==> config.mk <==
export PLATFORM = sky130hd
export DESIGN_NAME = sbst_ctrl
export DESIGN_NICKNAME = d
export VERILOG_FILES = /design/src/sbst_pkg.sv /design/src/sbst_ctrl.sv
export SDC_FILE = /design/constraint.sdc
export NUM_CORES = 1
export LEC_CHECK = 0
export ABC_AREA = 1
export BUFFER_PORTS_ARGS = -buffer_cell sky130_fd_sc_hd__buf_2
export CAP_MARGIN = 5
export CORE_MARGIN = 1.5
export CORE_UTILIZATION = 38
export DETAILED_ROUTE_END_ITERATION = 8
export PLACE_DENSITY_LB_ADDON = 0.08
export SLEW_MARGIN = 25
export SYNTH_ARGS = -nofsm -noshare
export SYNTH_HDL_FRONTEND = slang
export SYNTH_SLANG_ARGS = --single-unit
==> constraint.sdc <==
create_clock -name clk -period 1.29 [get_ports clk]
set_input_delay 0.1935 -clock clk [delete_from_list [all_inputs] [get_ports clk]]
set_output_delay 0.1935 -clock clk [all_outputs]
set_load 0.01 [all_outputs]
==> src/sbst_pkg.sv <==
// Shared constants and controller/datapath interface types for the second-best spanning tree unit.
`default_nettype none
package sbst_pkg;
  localparam int MaxVertices = 1024;
  localparam int MaxEdges    = 4096;
  localparam int VBits       = 10;   // vertex index
  localparam int VcBits      = 11;   // vertex count
  localparam int EBits       = 12;   // edge store index
  localparam int EcBits      = 13;   // edge count
  localparam int WBits       = 20;   // weight
  localparam int RBits       = 4;    // rank
  localparam int CBits       = 30;   // cost
  localparam int EdgeBits    = 2 * VBits + WBits;

  // commands from the controller to the datapath
  typedef struct packed {
    logic load;        // store accepted edge word
    logic sort_init;   // i <= 1
    logic rd_i;        // read edge at i
    logic rd_jm1;      // read edge at j-1
    logic rd_k;        // read edge at k
    logic sort_key;    // latch key, j <= i
    logic sort_shift;  // mem[j] <= read word, j--
    logic sort_place;  // mem[j] <= key, i++
    logic pass_start;  // clear pass counters
    logic init_step;   // reset one union-find entry
    logic k_clear;
    logic k_inc;
    logic edge_latch;  // hold to end and weight of edge k
    logic find_a;      // cur <= from end
    logic find_adv;    // cur <= parent
    logic root_a;      // ra <= cur, cur <= to end
    logic root_b;      // rb <= cur
    logic union_do;
    logic pass_end;
    logic emit;        // load result, clear edge store
  } cmd_t;

  // status from the datapath to the controller
  typedef struct packed {
    logic i_done;
    logic j_zero;
    logic shift_need;
    logic init_done;
    logic k_done;
    logic tree_full;
    logic is_skip;
    logic out_range;
    logic is_root;
    logic same_root;
    logic skipping;
    logic last_skip;
    logic empty;
    logic out_busy;
  } status_t;
endpackage
`default_nettype wire

==> src/sbst_ctrl.sv <==
// Controller state machine: load, insertion sort, Kruskal passes, result hand-off.
`default_nettype none
module sbst_ctrl (
  input  wire logic            clk,
  input  wire logic            rst,
  input  wire logic            in_valid,
  input  wire logic            in_last,
  output logic                 in_ready,
  input  sbst_pkg::status_t    st,
  output sbst_pkg::cmd_t       cmd
);
  localparam logic [4:0] IDLE = 5'd0, S_OUT = 5'd1, S_KEYW = 5'd2, S_CMP = 5'd3,
    S_CMPW = 5'd4, S_PLACE = 5'd5, P_START = 5'd6, P_INIT = 5'd7, P_EDGE = 5'd8,
    P_EDGEW = 5'd9, P_FINDA = 5'd10, P_FINDAW = 5'd11, P_FINDB = 5'd12,
    P_FINDBW = 5'd13, P_URD = 5'd14, P_UNION = 5'd15, P_END = 5'd16, DONE = 5'd17;

  logic [4:0] state, state_next;

  always_ff @(posedge clk) begin
    if (rst) state <= IDLE;
    else     state <= state_next;
  end

  assign in_ready = (state == IDLE);

  // next state and commands
  always_comb begin
    state_next = state;
    cmd = '0;
    case (state)
      IDLE: begin
        if (in_valid) begin
          cmd.load = 1'b1;
          if (in_last) begin
            cmd.sort_init = 1'b1;
            state_next = S_OUT;
          end
        end
      end
      S_OUT: begin
        if (st.i_done) state_next = P_START;
        else begin
          cmd.rd_i = 1'b1;
          state_next = S_KEYW;
        end
      end
      S_KEYW: begin
        cmd.sort_key = 1'b1;
        state_next = S_CMP;
      end
      S_CMP: begin
        if (st.j_zero) state_next = S_PLACE;
        else begin
          cmd.rd_jm1 = 1'b1;
          state_next = S_CMPW;
        end
      end
      S_CMPW: begin
        if (st.shift_need) begin
          cmd.sort_shift = 1'b1;
          state_next = S_CMP;
        end else state_next = S_PLACE;
      end
      S_PLACE: begin
        cmd.sort_place = 1'b1;
        state_next = S_OUT;
      end
      P_START: begin
        cmd.pass_start = 1'b1;
        state_next = P_INIT;
      end
      P_INIT: begin
        if (st.init_done) begin
          cmd.k_clear = 1'b1;
          state_next = P_EDGE;
        end else cmd.init_step = 1'b1;
      end
      P_EDGE: begin
        if (st.k_done || st.tree_full) state_next = P_END;
        else if (st.is_skip) cmd.k_inc = 1'b1;
        else begin
          cmd.rd_k = 1'b1;
          state_next = P_EDGEW;
        end
      end
      P_EDGEW: begin
        cmd.edge_latch = 1'b1;
        if (st.out_range) begin
          cmd.k_inc = 1'b1;
          state_next = P_EDGE;
        end else begin
          cmd.find_a = 1'b1;
          state_next = P_FINDA;
        end
      end
      P_FINDA: state_next = P_FINDAW;
      P_FINDAW: begin
        if (st.is_root) begin
          cmd.root_a = 1'b1;
          state_next = P_FINDB;
        end else begin
          cmd.find_adv = 1'b1;
          state_next = P_FINDA;
        end
      end
      P_FINDB: state_next = P_FINDBW;
      P_FINDBW: begin
        if (st.is_root) begin
          cmd.root_b = 1'b1;
          state_next = P_URD;
        end else begin
          cmd.find_adv = 1'b1;
          state_next = P_FINDB;
        end
      end
      P_URD: state_next = P_UNION;
      P_UNION: begin
        if (st.same_root) cmd.k_inc = 1'b1;
        else cmd.union_do = 1'b1;
        state_next = P_EDGE;
      end
      P_END: begin
        cmd.pass_end = 1'b1;
        if (!st.skipping) state_next = st.empty ? DONE : P_START;
        else state_next = st.last_skip ? DONE : P_START;
      end
      DONE: begin
        if (!st.out_busy) begin
          cmd.emit = 1'b1;
          state_next = IDLE;
        end
      end
      default: state_next = IDLE;
    endcase
  end
endmodule
`default_nettype wire

==> results.md, run 1 <==
* Largest family of logic cells by synthesized area: simple AND/OR/NAND/NOR gates
* Die H at 44.4 µm
* Seq/Total Area, Yosys at 15.4%
* Routability cong. at 0.924
* CTS buffer count at 3
* Yosys warning count at 0
* Cell Area, Synth at 651 µm²
* DP Wirelength at 1660 µm
* Halt Stage: 5_1_grt
* Port bufs at 38
* Status: did not finish
* Gr usage total at 70.6%
* Post-synth net total at 149
* Die outline width at 44.4 µm
* Yosys reg bits at 5
* CTS max path bufs at 2
* Global route overflow at 50
* Synth Area in Simple Gates at 58.7%
* CTS H-tree depth at 1
* Multiplexer share of the synthesized area at 0%
* Worst endpoint, post-GRT repair: cmd[19]
* Largest net degree at the start of global routing at 9
* Error msg: [ERROR GRT-0232] Routing congestion too high. Check the congestion heatmap in the GUI.
* Synth Area in Adders at 0%
* Post-DP Area at 902 µm²
* Clk sink count at 5
* Rows at 14
* Synthesized area per cell at 4.97 µm²
* CTS root buf: clkbuf_4
* Xor/xnor share of the synthesized area at 0%
* IO Count at 39
* Initial Util at 41.7%
* CTS Hold Bufs at 0
* Synthesized instance count at 131
* Library cells used by synthesis at 16
* Synth Area in Compound Gates at 9.23%
* Worst EP Category: top-level output
==> cells by family after synthesis <==
| logic type | Yosys count |
|---|---|
| and+or+nand+nor | 88 |
| AOI/OAI and AO/OA | 11 |
| DFF | 5 |
| buffers and inverters | 27 |
==> cell usage after synthesis, drive strengths merged <==
master / number / share of area, %
clkinv: 1 / 0.58
nand4: 2 / 1.9
dfxtp: 5 / 15
buf: 1 / 1.7
or2: 1 / 0.96
o211ai: 2 / 2.3
a21oi: 3 / 2.3
inv: 25 / 14
o21ai: 6 / 4.6
nor4: 2 / 1.9
nor2: 33 / 21
nand2: 29 / 17
nor3: 4 / 3.1
nand3: 17 / 13
==> per-layer routing <==
metal / overflow / track usage (%)
met2: 42 / 98.2
met4: 6 / 79.4
met5: 0 / 0
met3: 0 / 38.0
met1: 2 / 69.7
==> timing repair <==
action | in CTS
gates resized for setup | 63
pin swaps | 13
hold endpoints to repair | 0
setup endpoints to repair | 25
setup buffers | 20
==> per-stage QoR <==
step / hold WS [ns] / cells / setup WS, ns / TNS, ns / util, %
2_1_floorplan: 0.263 / 131 / 0.0329 / 0 / -
3_3_place_gp: 0.386 / 191 / -0.0631 / -0.203 / 57.9
3_5_place_dp: 0.384 / 191 / -0.0755 / -0.256 / 57.9
4_1_cts: 0.119 / 213 / -0.189 / -2.25 / 82.7
==> run 2: changes to the inputs <==
--- a/config.mk
+++ b/config.mk
@@ -8,10 +8,10 @@
 export ABC_AREA = 1
 export BUFFER_PORTS_ARGS = -buffer_cell sky130_fd_sc_hd__buf_2
 export CAP_MARGIN = 5
-export CORE_MARGIN = 1.5
-export CORE_UTILIZATION = 38
+export CORE_AREA = 2 2 63 65
 export DETAILED_ROUTE_END_ITERATION = 8
-export PLACE_DENSITY_LB_ADDON = 0.08
+export DIE_AREA = 0 0 65 67
+export PLACE_DENSITY_LB_ADDON = 0.15
 export SLEW_MARGIN = 25
 export SYNTH_ARGS = -nofsm -noshare
 export SYNTH_HDL_FRONTEND = slang
==> constraint.sdc (replaced) <==
create_clock -name clk -period 1.7 [get_ports clk]
set_input_delay 0.255 -clock clk [delete_from_list [all_inputs] [get_ports clk]]
set_output_delay 0.255 -clock clk [all_outputs]
set_load 0.01 [all_outputs]
==> run 2 against run 1 <==
Net effect: the run now ends clean; synthesized area is the same; synthesized cell count is the same.
==> results.md, run 2 <==
* Clk sink count at 5 (unchanged)
* DRC at 0
* DR iter-0 viols at 23
* Layout area overhead at 46.3%
* Reg2reg setup slack at 0.33 ns
* Area leader, netlist: nand2_1 (unchanged)
* Worst Tran Pin Value at 0.317 ns
* Filler instances at 428
* Final Cycle Share at 94.5%
* Largest stage delay on the critical path at 0.41 ns
* CTS H-tree depth at 1 (unchanged)
* Finish-stage setup viols at 0
* Worst Min Path Start: rst
* Post-synth top flop: dfxtp_1 (unchanged)
* Async set-reset flop share out of synthesis at 0% (unchanged)
* Most frequent cells in the layout: 38 x buf_2, 29 x nand2_1, 28 x nor2_1, 23 x inv_1, 17 x nand3_1
* DP Wirelength at 1970 µm (was 1660 µm)
* Routability cong. at 0.906 (was 0.924)
* ANT cells at 0
* Min-delay worst type: primary input to flip-flop
* Multi-input gate area at 442 µm²
* Crit path DAT at 1.35 ns
* Die area at 0.00436 mm²
* CTS root buf: clkbuf_8 (was clkbuf_4)
* Largest net degree at the start of global routing at 13
* Hold Vio Cnt, Final at 0
* Setup WS post-layout at 0.0930 ns
* Crit Path Max Fanout at 5
* CTS Hold Bufs at 0 (unchanged)
* Biggest regs: state x5
* Skew final at 0.000924 ns
* Initial Util at 18.0% (was 41.7%)
* Yosys reg bits at 5 (unchanged)
* Setup crit start kind: flip-flop
* WL final at 2250 µm
* Max reg flops at 5
* First-pass GRT wire length at 3650 µm
* Routed Antenna Nets at 0
* CTS buffer count at 3 (unchanged)
* Clk_lat worst skew at 0.22 ns
* Die H at 67 µm (was 44.4 µm)
* Setup crit end kind: output port
* Worst Path Buf+Inv at 2
* RR Endpoint: state[1]$_SDFFE_PP0P_
* Yosys top cell area share at 16.7% (unchanged)
* Post-synth EDFFs at 0 (unchanged)
* Via density at 4.14
* First drt pass iteration count at 4
* Via count at 918
* Fin crit period at 1.61 ns
* FF+latch area at 103 µm²
* Synthesized instance count at 131 (unchanged)
* Setup TNS at 0 ns
* Maximum vdd ir drop at 301 µV
* Post-CTS Setup Inserts at 0 (was 20)
* Die outline width at 65 µm (was 44.4 µm)
* Hold Crit Depth at 2
* CP required at 1.44 ns
* Commonest cells post-synth: 29 x nand2_1, 28 x nor2_1, 23 x inv_1 (unchanged)
* Slowest-stage cell, CP: dfxtp_1
* Leak Pwr at 0.576 nW
* Reg clk slew, reported paths at 0.03 ns
* DR WL/cell at 10.1 µm
* End of the worst hold path: state[3]$_SDFFE_PP0P_
* Largest cells by area after synthesis: nand2_1 17%, nor2_1 16%, dfxtp_1 15% (unchanged)
* Cell Area, Synth at 651 µm² (unchanged)
* Library cells used by synthesis at 16 (unchanged)
* Pwr Density at 1010 mW/mm²
* Tot Pwr at 0.965 mW
* Gr usage total at 10.6%
* Nets@finish at 193
* Rows at 22 (was 14)
* Reg with most FFs: state
* Global route overflow at 0
* Core ar. at 0.00361 mm²
* Top-count cell post-synth: nand2_1 (unchanged)
* Status: complete, no violations (was did not finish)
* Port bufs at 38 (unchanged)
* Reg2reg start: state[0]$_SDFFE_PP0P_
* CTS tree: done
* Vias in the first global route at 866
* Cell family with most CP delay: simple AND/OR/NAND/NOR gates
* Share of cells above drive strength 1 at 30.5%
* Initial antenna violation count at 0
* Cells along the critical path: nand2_1 -> nor2_1 -> nand3_1 -> inv_1 -> buf_2
* Slew headroom at 78.7%
* CTS max path bufs at 2 (unchanged)
* IO Count at 39 (unchanged)
* RSZ-0062 raised after global routing: true
* Max-slew violations at 0
* Max cap viols at 0
* Pre-CTS setup slack at 0.278 ns (was -0.0755 ns)
* R2R depth at 9
* Yosys warning count at 0 (unchanged)
* Post-synth net total at 149 (unchanged)
* Commonest non-fill, non-tap cell in the layout: buf_2
* Seq/Total Area, Yosys at 15.4% (unchanged)
* Synthesized area per cell at 4.97 µm² (unchanged)
* Kind of critical path: flip-flop to output port
* CP Depth at 5
* Max Fclk at 0.622 GHz
## run 2: cell counts after synthesis
No cell type changed its count.
## run 2: logic make-up after synthesis
kind of cell / share of synthesized area (%)
AOI/OAI and AO/OA: 9.23
buffers and inverters: 16.7
DFF: 15.4
and+or+nand+nor: 58.7
## run 2: timing repair
item,in CTS,in global routing
setup endpoints to repair,0,6
resized for setup,0,2
endpoints found under the hold margin,0,0
## run 2: how the worst max path moves through the flow
stage          slack [ns]               endpoint                   from
2_1_floorplan        0.38                 cmd[0]  state[4]$_SDFFE_PP0P_
3_3_place_gp         0.27  state[2]$_SDFFE_PP0P_  state[2]$_SDFFE_PP0P_
3_5_place_dp         0.28                 cmd[8]                  st[8]
5_1_grt             -0.02                cmd[15]  state[3]$_SDFFE_PP0P_
4_1_cts              0.04                 cmd[8]  state[3]$_SDFFE_PP0P_
6_report             0.09                cmd[10]  state[0]$_SDFFE_PP0P_
## run 2: layout make-up
cell class / instances / share of cell area [%]
clock buffers: 4 / 4.73
inverters: 26 / 10.2
multi-input cells: 99 / 46.4
flip-flops and latches: 5 / 10.8
well taps: 48 / 6.31
repair buffers: 40 / 21.6
## run 2: metal layers
metal	GRT usage [%]	part of all wire (%)
met3	1.18	4.1
met2	20.5	53
met1	12.3	43
met4	2.39	0
met5	0	0
## run 2: power breakdown
| group | internal (mW) | switching (mW) |
|---|---|---|
| combinational | 0.209 | 0.352 |
| clock | 0.160 | 0.0507 |
| sequential | 0.148 | 0.0454 |
## run 2: per-stage QoR
stage | hold WS, ns | util [%] | area (µm²) | instances
2_1_floorplan | 0.324 | - | 651 | 131
3_3_place_gp | 0.463 | 25.1 | 905 | 218
3_5_place_dp | 0.462 | 25.1 | 905 | 218
4_1_cts | 0.236 | 26.3 | 950 | 222
5_1_grt | 0.248 | 26.4 | 952 | 222
6_report | 0.231 | 26.4 | 952 | 222
Power figures use the tool's default switching activity.
==> run 3: changes to the inputs <==
==> constraint.sdc (replaced) <==
create_clock -name clk -period 1.7 [get_ports clk]
set_input_delay 0.425 -clock clk [delete_from_list [all_inputs] [get_ports clk]]
set_output_delay 0.425 -clock clk [all_outputs]
set_load 0.01 [all_outputs]
==> run 3 against run 2 <==
Net effect: flip-flop and latch count unchanged; via count rose by 13%; combinational power increased by 16%; critical path depth is the same; first-iteration DRC count up 87%.
==> results.md, run 3 (same netlist as run 2, synthesis figures left out) <==
* R2R depth at 13 (was 9)
* WL met2 at 1340 µm (was 1200 µm)
* Pwr Density at 924 mW/mm² (was 1010 mW/mm²)
* Hold Crit Depth at 2 (unchanged)
* Min-delay worst type: primary input to flip-flop (unchanged)
* WL met1 at 1020 µm (was 956 µm)
* DP Wirelength at 1980 µm (was 1970 µm)
* Via count at 1033 (was 918)
* Via density at 4.40 (was 4.14)
* Largest stage delay on the critical path at 0.36 ns (was 0.41 ns)
* Max cap viols at 0 (unchanged)
* CTS root buf: clkbuf_8 (unchanged)
* CTS max path bufs at 2 (unchanged)
* CTS Hold Bufs at 0 (unchanged)
* Slowest-stage cell, CP: dfxtp_4 (was dfxtp_1)
* CTS tree: done (unchanged)
* Most frequent cells in the layout: 38 x buf_2, 24 x nand2_1, 22 x inv_1, 22 x nor2_1 (was 38 x buf_2, 29 x nand2_1, 28 x nor2_1, 23 x inv_1, 17 x nand3_1)
* Rows at 22 (unchanged)
* Crit path DAT at 1.27 ns (was 1.35 ns)
* Global route overflow at 0 (unchanged)
* IO Count at 39 (unchanged)
* DRC at 0 (unchanged)
* Biggest regs: state x5 (unchanged)
* Worst Min Path Start: rst (unchanged)
* DR iter-0 viols at 43 (was 23)
* Routed Antenna Nets at 0 (unchanged)
* Reg with most FFs: state (unchanged)
* CTS buffer count at 3 (unchanged)
* Worst Tran Pin Value at 0.289 ns (was 0.317 ns)
* First drt pass iteration count at 6 (was 4)
* Leak Pwr at 0.667 nW (was 0.576 nW)
* Hold Vio Cnt, Final at 0 (unchanged)
* Status: complete, no violations (unchanged)
* Routability cong. at 0.835 (was 0.906)
* Final Cycle Share at 99.9% (was 94.5%)
* Finish-stage setup viols at 0 (unchanged)
* Setup WS post-layout at 0.00167 ns (was 0.0930 ns)
* Share of cells above drive strength 1 at 47.1% (was 30.5%)
* Pre-CTS setup slack at -0.0440 ns (was 0.278 ns)
* DR WL/cell at 10.7 µm (was 10.1 µm)
* Clk_lat worst skew at 0.22 ns (about the same)
* Gr usage total at 11.1% (was 10.6%)
* Slew headroom at 80.5% (was 78.7%)
* Top routing layer in use: met4 (was met3)
* Nets@finish at 206 (was 193)
* First-pass GRT wire length at 3730 µm (was 3650 µm)
* Setup TNS at 0 ns (unchanged)
* Skew final at 0.000118 ns (was 0.000924 ns)
* Reg2reg setup slack at 0.07 ns (was 0.33 ns)
* Cells along the critical path: buf_6 -> nor2_4 -> nand3_1 -> inv_1 -> buf_2 (was nand2_1 -> nor2_1 -> nand3_1 -> inv_1 -> buf_2)
* Initial Util at 18.0% (unchanged)
* Commonest non-fill, non-tap cell in the layout: buf_2 (unchanged)
* Die outline width at 65 µm (unchanged)
* Kind of critical path: flip-flop to output port (unchanged)
* Post-DP Area at 942 µm² (was 905 µm²)
* Initial antenna violation count at 0 (unchanged)
* Port bufs at 38 (unchanged)
* Clk sink count at 5 (unchanged)
* Reg2reg start: state[3]$_SDFFE_PP0P_ (was state[0]$_SDFFE_PP0P_)
* Core ar. at 0.00361 mm² (unchanged)
* Max Fclk at 0.589 GHz (was 0.622 GHz)
* Die area at 0.00436 mm² (unchanged)
* CP required at 1.27 ns (was 1.44 ns)
* Vias in the first global route at 905 (was 866)
* RSZ-0062 raised after global routing: true (unchanged)
* RR Endpoint: state[0]$_SDFFE_PP0P_ (was state[1]$_SDFFE_PP0P_)
* ANT cells at 0 (unchanged)
* CTS H-tree depth at 1 (unchanged)
* Largest net degree at the start of global routing at 13 (unchanged)
* Worst Path Buf+Inv at 3 (was 2)
* Setup crit start kind: flip-flop (unchanged)
* Cell family with most CP delay: flip-flops (was simple AND/OR/NAND/NOR gates)
* Max reg flops at 5 (unchanged)
* Maximum vdd ir drop at 268 µV (was 301 µV)
* Filler instances at 422 (was 428)
* Post-route cell area at 0.00118 mm² (was 952 µm²)
* Reg clk slew, reported paths at 0.03 ns (about the same)
* WL final at 2520 µm (was 2250 µm)
* Max-slew violations at 0 (unchanged)
* Setup crit end kind: output port (unchanged)
* End of the worst hold path: state[3]$_SDFFE_PP0P_ (unchanged)
* Layout area overhead at 81.9% (was 46.3%)
* Met3 WL at 121 µm (was 92 µm)
* Fin crit period at 1.70 ns (was 1.61 ns)
* Crit Path Max Fanout at 7 (was 5)
* Die H at 67 µm (unchanged)
run 3: cell types whose count changed in the layout (fill, tap and decap cells not counted), moves of 3 or more:
cell     previous run  this run
dfxtp_4             0         4
nor2_1             28        22
nand3_2             0         4
buf_4               2        12
buf_6               0         3
dfxtp_1             3         0
nand2_1            29        24
nor2_4              0         7
nand2_2             0         5
nand3_1            17        12
run 3: repair_timing:
| action | CTS | global route |
|---|---|---|
| resized for setup | 10 | 33 |
| endpoints found under the setup margin | 14 | 15 |
| buffers inserted | 3 | 5 |
| hold endpoints to repair | 0 | 0 |
| pin swaps | 1 | 7 |
run 3: final cells by class:
class,instances,area (µm²),area share [%]
clock buffers,4,45.0,3.81
inverters,26,103,8.67
multi-input cells,99,546,46.1
flip-flops and latches,5,116,9.83
well taps,48,60.1,5.07
repair buffers,53,314,26.5
run 3: how the worst max path moves through the flow:
| stage | from | end | cells after the start |
|---|---|---|---|
| after floorplan | st[8] | cmd[8] | 6 |
| after global placement | st[8] | cmd[8] | 8 |
| after detailed placement | st[8] | cmd[8] | 8 |
| after CTS | st[8] | cmd[8] | 8 |
| after global routing | state[3]$_SDFFE_PP0P_ | cmd[8] | 7 |
| final | state[3]$_SDFFE_PP0P_ | cmd[1] | 5 |
run 3: power breakdown:
part           switching, mW  internal, mW  total (mW)
sequential            0.0674         0.161       0.229
combinational          0.401         0.248       0.648
clock                 0.0555         0.161       0.216
total                  0.524         0.570        1.09
run 3: metrics by stage:
| step | hold slack [ns] | util (%) | power, mW | instances |
|---|---|---|---|---|
| 5_1_grt | 0.407 | 32.8 | 1.18 | 235 |
| 6_report | 0.391 | 32.8 | 1.09 | 235 |
| 2_1_floorplan | 0.494 | - | 0.549 | 131 |
| 4_1_cts | 0.395 | 28.7 | 0.997 | 230 |
| 3_5_place_dp | 0.633 | 26.1 | 0.759 | 223 |
| 3_3_place_gp | 0.630 | 26.1 | 0.769 | 223 |
run 3: per-layer routing:
| metal | vias up | track usage, % |
|---|---|---|
| met2 | 46 | 21.6 |
| met4 | 0 | 3.99 |
| met1 | 455 | 12.5 |
| met5 | - | 0 |
| li1 | 525 | - |
| met3 | 7 | 0.676 |
==> run 4: changes to the inputs <==
--- a/config.mk
+++ b/config.mk
@@ -5,7 +5,6 @@
 export SDC_FILE = /design/constraint.sdc
 export NUM_CORES = 1
 export LEC_CHECK = 0
-export ABC_AREA = 1
 export BUFFER_PORTS_ARGS = -buffer_cell sky130_fd_sc_hd__buf_2
 export CAP_MARGIN = 5
 export CORE_AREA = 2 2 63 65
==> run 4 against run 3 <==
Net effect: the flow now finishes with violations (negative setup slack); utilization up 2.9 points; via count down 8.3%; routed wire length up 1.8%; clock skew up 0.0032 ns; fmax down 18%; register-to-register slack worse by 0.02 ns; first-iteration DRC count down 53%; largest cell class unchanged.
==> results.md, run 4 <==
* M3 GR Usage at 1.69% (was 0.676%)
* Switching pwr at 0.518 mW (was 0.524 mW)
* WL final at 2570 µm (was 2520 µm)
* CTS H-tree depth at 1 (unchanged)
* Leak Pwr at 0.572 nW (was 0.667 nW)
* Pre-CTS setup slack at -0.115 ns (was -0.0440 ns)
* Max reg flops at 5 (unchanged)
* Cell Area, Synth at 649 µm² (was 651 µm²)
* FF+latch area at 108 µm² (was 116 µm²)
* CTS tree: done (unchanged)
* Biggest regs: state x5 (unchanged)
* DR iter-0 viols at 20 (was 43)
* Commonest non-fill, non-tap cell in the layout: buf_2 (unchanged)
* Crit Path Max Fanout at 2 (was 7)
* Yosys warning count at 0 (unchanged)
* Final Util at 35.7% (was 32.8%)
* Port bufs at 38 (unchanged)
* Synthesized area per cell at 6.63 µm² (was 4.97 µm²)
* Max-slew violations at 0 (unchanged)
* Area leader, netlist: dfxtp_1 (was nand2_1)
* Crit path DAT at 1.64 ns (was 1.27 ns)
* Pwr Density at 979 mW/mm² (was 924 mW/mm²)
* Largest cells by area after synthesis: dfxtp_1 15%, nor2_1 7.5%, a21oi_1 6.2% (was nand2_1 17%, nor2_1 16%, dfxtp_1 15%)
* Yosys top cell area share at 15.4% (was 16.7%)
* Die outline width at 65 µm (unchanged)
* Skew final at 0.00332 ns (was 0.000118 ns)
* Power share of the sequential group at 12.8% (was 20.9%)
* Via density at 4.62 (was 4.40)
* Kind of critical path: flip-flop to output port (unchanged)
* Routability cong. at 0.749 (was 0.835)
* Commonest cells post-synth: 13 x nor2_1, 8 x a21oi_1, 8 x nor3_1 (was 29 x nand2_1, 28 x nor2_1, 23 x inv_1)
* Post-route cell area at 0.00129 mm² (was 0.00118 mm²)
* Failing checks: negative setup slack
* CTS buffer count at 3 (unchanged)
* Slowest-stage cell, CP: or4b_4 (was dfxtp_4)
* Reg clk slew, reported paths at 0.04 ns (was 0.03 ns)
* Layout Cells excl Fill at 205 (was 235)
* Final Cycle Share at 121% (was 99.9%)
* Most frequent cells in the layout: 38 x buf_2, 12 x buf_4, 11 x buf_6, 10 x nor2_1, 7 x a21oi_1 (was 38 x buf_2, 24 x nand2_1, 22 x inv_1, 22 x nor2_1)
* Tot Pwr at 1.26 mW (was 1.09 mW)
* Comb power frac at 69.2% (was 59.3%)
* DR WL/cell at 12.5 µm (was 10.7 µm)
* Global route overflow at 0 (unchanged)
* Filler instances at 403 (was 422)
* Die area at 0.00436 mm² (unchanged)
* Die H at 67 µm (unchanged)
* Library cells used by synthesis at 33 (was 16)
* Cells along the critical path: or3_4 -> or4b_4 -> o21ai_2 -> buf_2 (was buf_6 -> nor2_4 -> nand3_1 -> inv_1 -> buf_2)
* Int Pwr at 0.743 mW (was 0.570 mW)
* Routed Antenna Nets at 0 (unchanged)
* Post-synth top flop: dfxtp_1 (unchanged)
* Top-count cell post-synth: nor2_1 (was nand2_1)
* Reg with most FFs: state (unchanged)
* Post-DP Area at 988 µm² (was 942 µm²)
* Clk sink count at 5 (unchanged)
* Synthesized instance count at 98 (was 131)
* Post-placement cell count at 192 (was 223)
* Async set-reset flop share out of synthesis at 0% (unchanged)
* GR met1 Demand/Resource at 14.6% (was 12.5%)
* CTS Hold Bufs at 0 (unchanged)
* Share of cells above drive strength 1 at 61.8% (was 47.1%)
* Met2 Usage GRT at 21.6% (unchanged)
* DP Wirelength at 1860 µm (was 1980 µm)
* Layout area overhead at 98.3% (was 81.9%)
* Gr usage total at 12.4% (was 11.1%)
* Worst Tran Pin Value at 0.428 ns (was 0.289 ns)
* Seq/Total Area, Yosys at 15.4% (about the same)
* Largest net degree at the start of global routing at 23 (was 13)
* CTS max path bufs at 2 (unchanged)
* First-pass GRT wire length at 4130 µm (was 3730 µm)
* Slew headroom at 71.2% (was 80.5%)
* Clk_lat worst skew at 0.23 ns (was 0.22 ns)
* Multi-input gate area at 624 µm² (was 546 µm²)
* Initial Util at 18.0% (about the same)
* First drt pass iteration count at 4 (was 6)
* DRC at 0 (unchanged)
* Fin crit period at 2.06 ns (was 1.70 ns)
* CTS root buf: clkbuf_8 (unchanged)
* WHS at 0.443 ns (was 0.391 ns)
* GRT Max-Usage Layer: met2 (unchanged)
* Switching Share at 41.1% (was 47.9%)
* Maximum vdd ir drop at 277 µV (was 268 µV)
* IO Count at 39 (unchanged)
* Setup WS post-layout at -0.364 ns (was 0.00167 ns)
* Clock power frac at 18.0% (was 19.8%)
* Min-delay worst type: primary input to flip-flop (unchanged)
* RSZ-0062 raised after global routing: true (unchanged)
* Post-synth net total at 116 (was 149)
* Via count at 947 (was 1033)
* Vias in the first global route at 910 (was 905)
* Setup crit start kind: flip-flop (unchanged)
* Status: finished, violations left (was complete, no violations)
* Nets@finish at 176 (was 206)
* Core ar. at 0.00361 mm² (unchanged)
* Max Fclk at 0.484 GHz (was 0.589 GHz)
* Post-synth EDFFs at 0 (unchanged)
* Largest stage delay on the critical path at 0.51 ns (was 0.36 ns)
* Setup crit end kind: output port (unchanged)
* Setup TNS at -3.79 ns (was 0 ns)
* Initial antenna violation count at 0 (unchanged)
* Finish-stage setup viols at 21 (was 0)
* ANT cells at 0 (unchanged)
* Hold Vio Cnt, Final at 0 (unchanged)
* Max cap viols at 0 (unchanged)
* Yosys reg bits at 5 (unchanged)
* CP required at 1.27 ns (about the same)
* Rows at 22 (unchanged)
## run 4: worst max-delay path: cells and delay by family (launching register included)
kind	cells	cell delay (ns)
flip-flops	1	0.31
AND/OR/NAND/NOR	2	0.89
buffers and inverters	1	0.13
AO/OA/AOI/OAI	1	0.07
## run 4: path summary, 6_finish.rpt
check / from / end / slack [ns] / cells past startpoint
setup / recovery: state[1]$_SDFFE_PP0P_ / cmd[8] / -0.36 / 4
hold / removal: rst / state[1]$_SDFFE_PP0P_ / 0.44 / 2
setup reg to reg: state[1]$_SDFFE_PP0P_ / state[0]$_SDFFE_PP0P_ / 0.05 / 5
hold reg to reg: state[3]$_SDFFE_PP0P_ / state[3]$_SDFFE_PP0P_ / 0.70 / 3
## run 4: kinds of logic after synthesis
| kind of cell | after synthesis | share of synthesized area (%) |
|---|---|---|
| buffers and inverters | 13 | 8.48 |
| and+or+nand+nor | 56 | 50.7 |
| DFF | 5 | 15.4 |
| muxes | 3 | 4.62 |
| AOI/OAI and AO/OA | 21 | 20.8 |
## run 4: timing repair
item                                    4_1_cts  5_1_grt
pin swaps                                     9       12
buffers inserted                              7        5
endpoints found under the setup margin       21       23
hold endpoints to repair                      0        0
resized for setup                            27       16
## run 4: final cells by class
| type | count | share of cell area (%) |
|---|---|---|
| well taps | 48 | 4.66 |
| multi-input cells | 80 | 48.5 |
| repair buffers | 62 | 32.9 |
| clock buffers | 4 | 3.50 |
| flip-flops and latches | 5 | 8.36 |
| inverters | 6 | 2.04 |
## run 4: power by group through the flow
stage / Combinational (mW) / Clock [mW] / Sequential, mW
after floorplan: 0.386 / 0 / 0.161
after global placement: 0.587 / 0 / 0.157
after detailed placement: 0.586 / 0 / 0.159
after CTS: 0.804 / 0.225 / 0.159
after global routing: 0.947 / 0.245 / 0.164
final: 0.872 / 0.227 / 0.162
## run 4: per-layer routing
layer	up-vias	share of wire, %
met4	0	2.4
li1	477	-
met5	-	0
met1	438	45
met3	5	3.9
met2	27	49
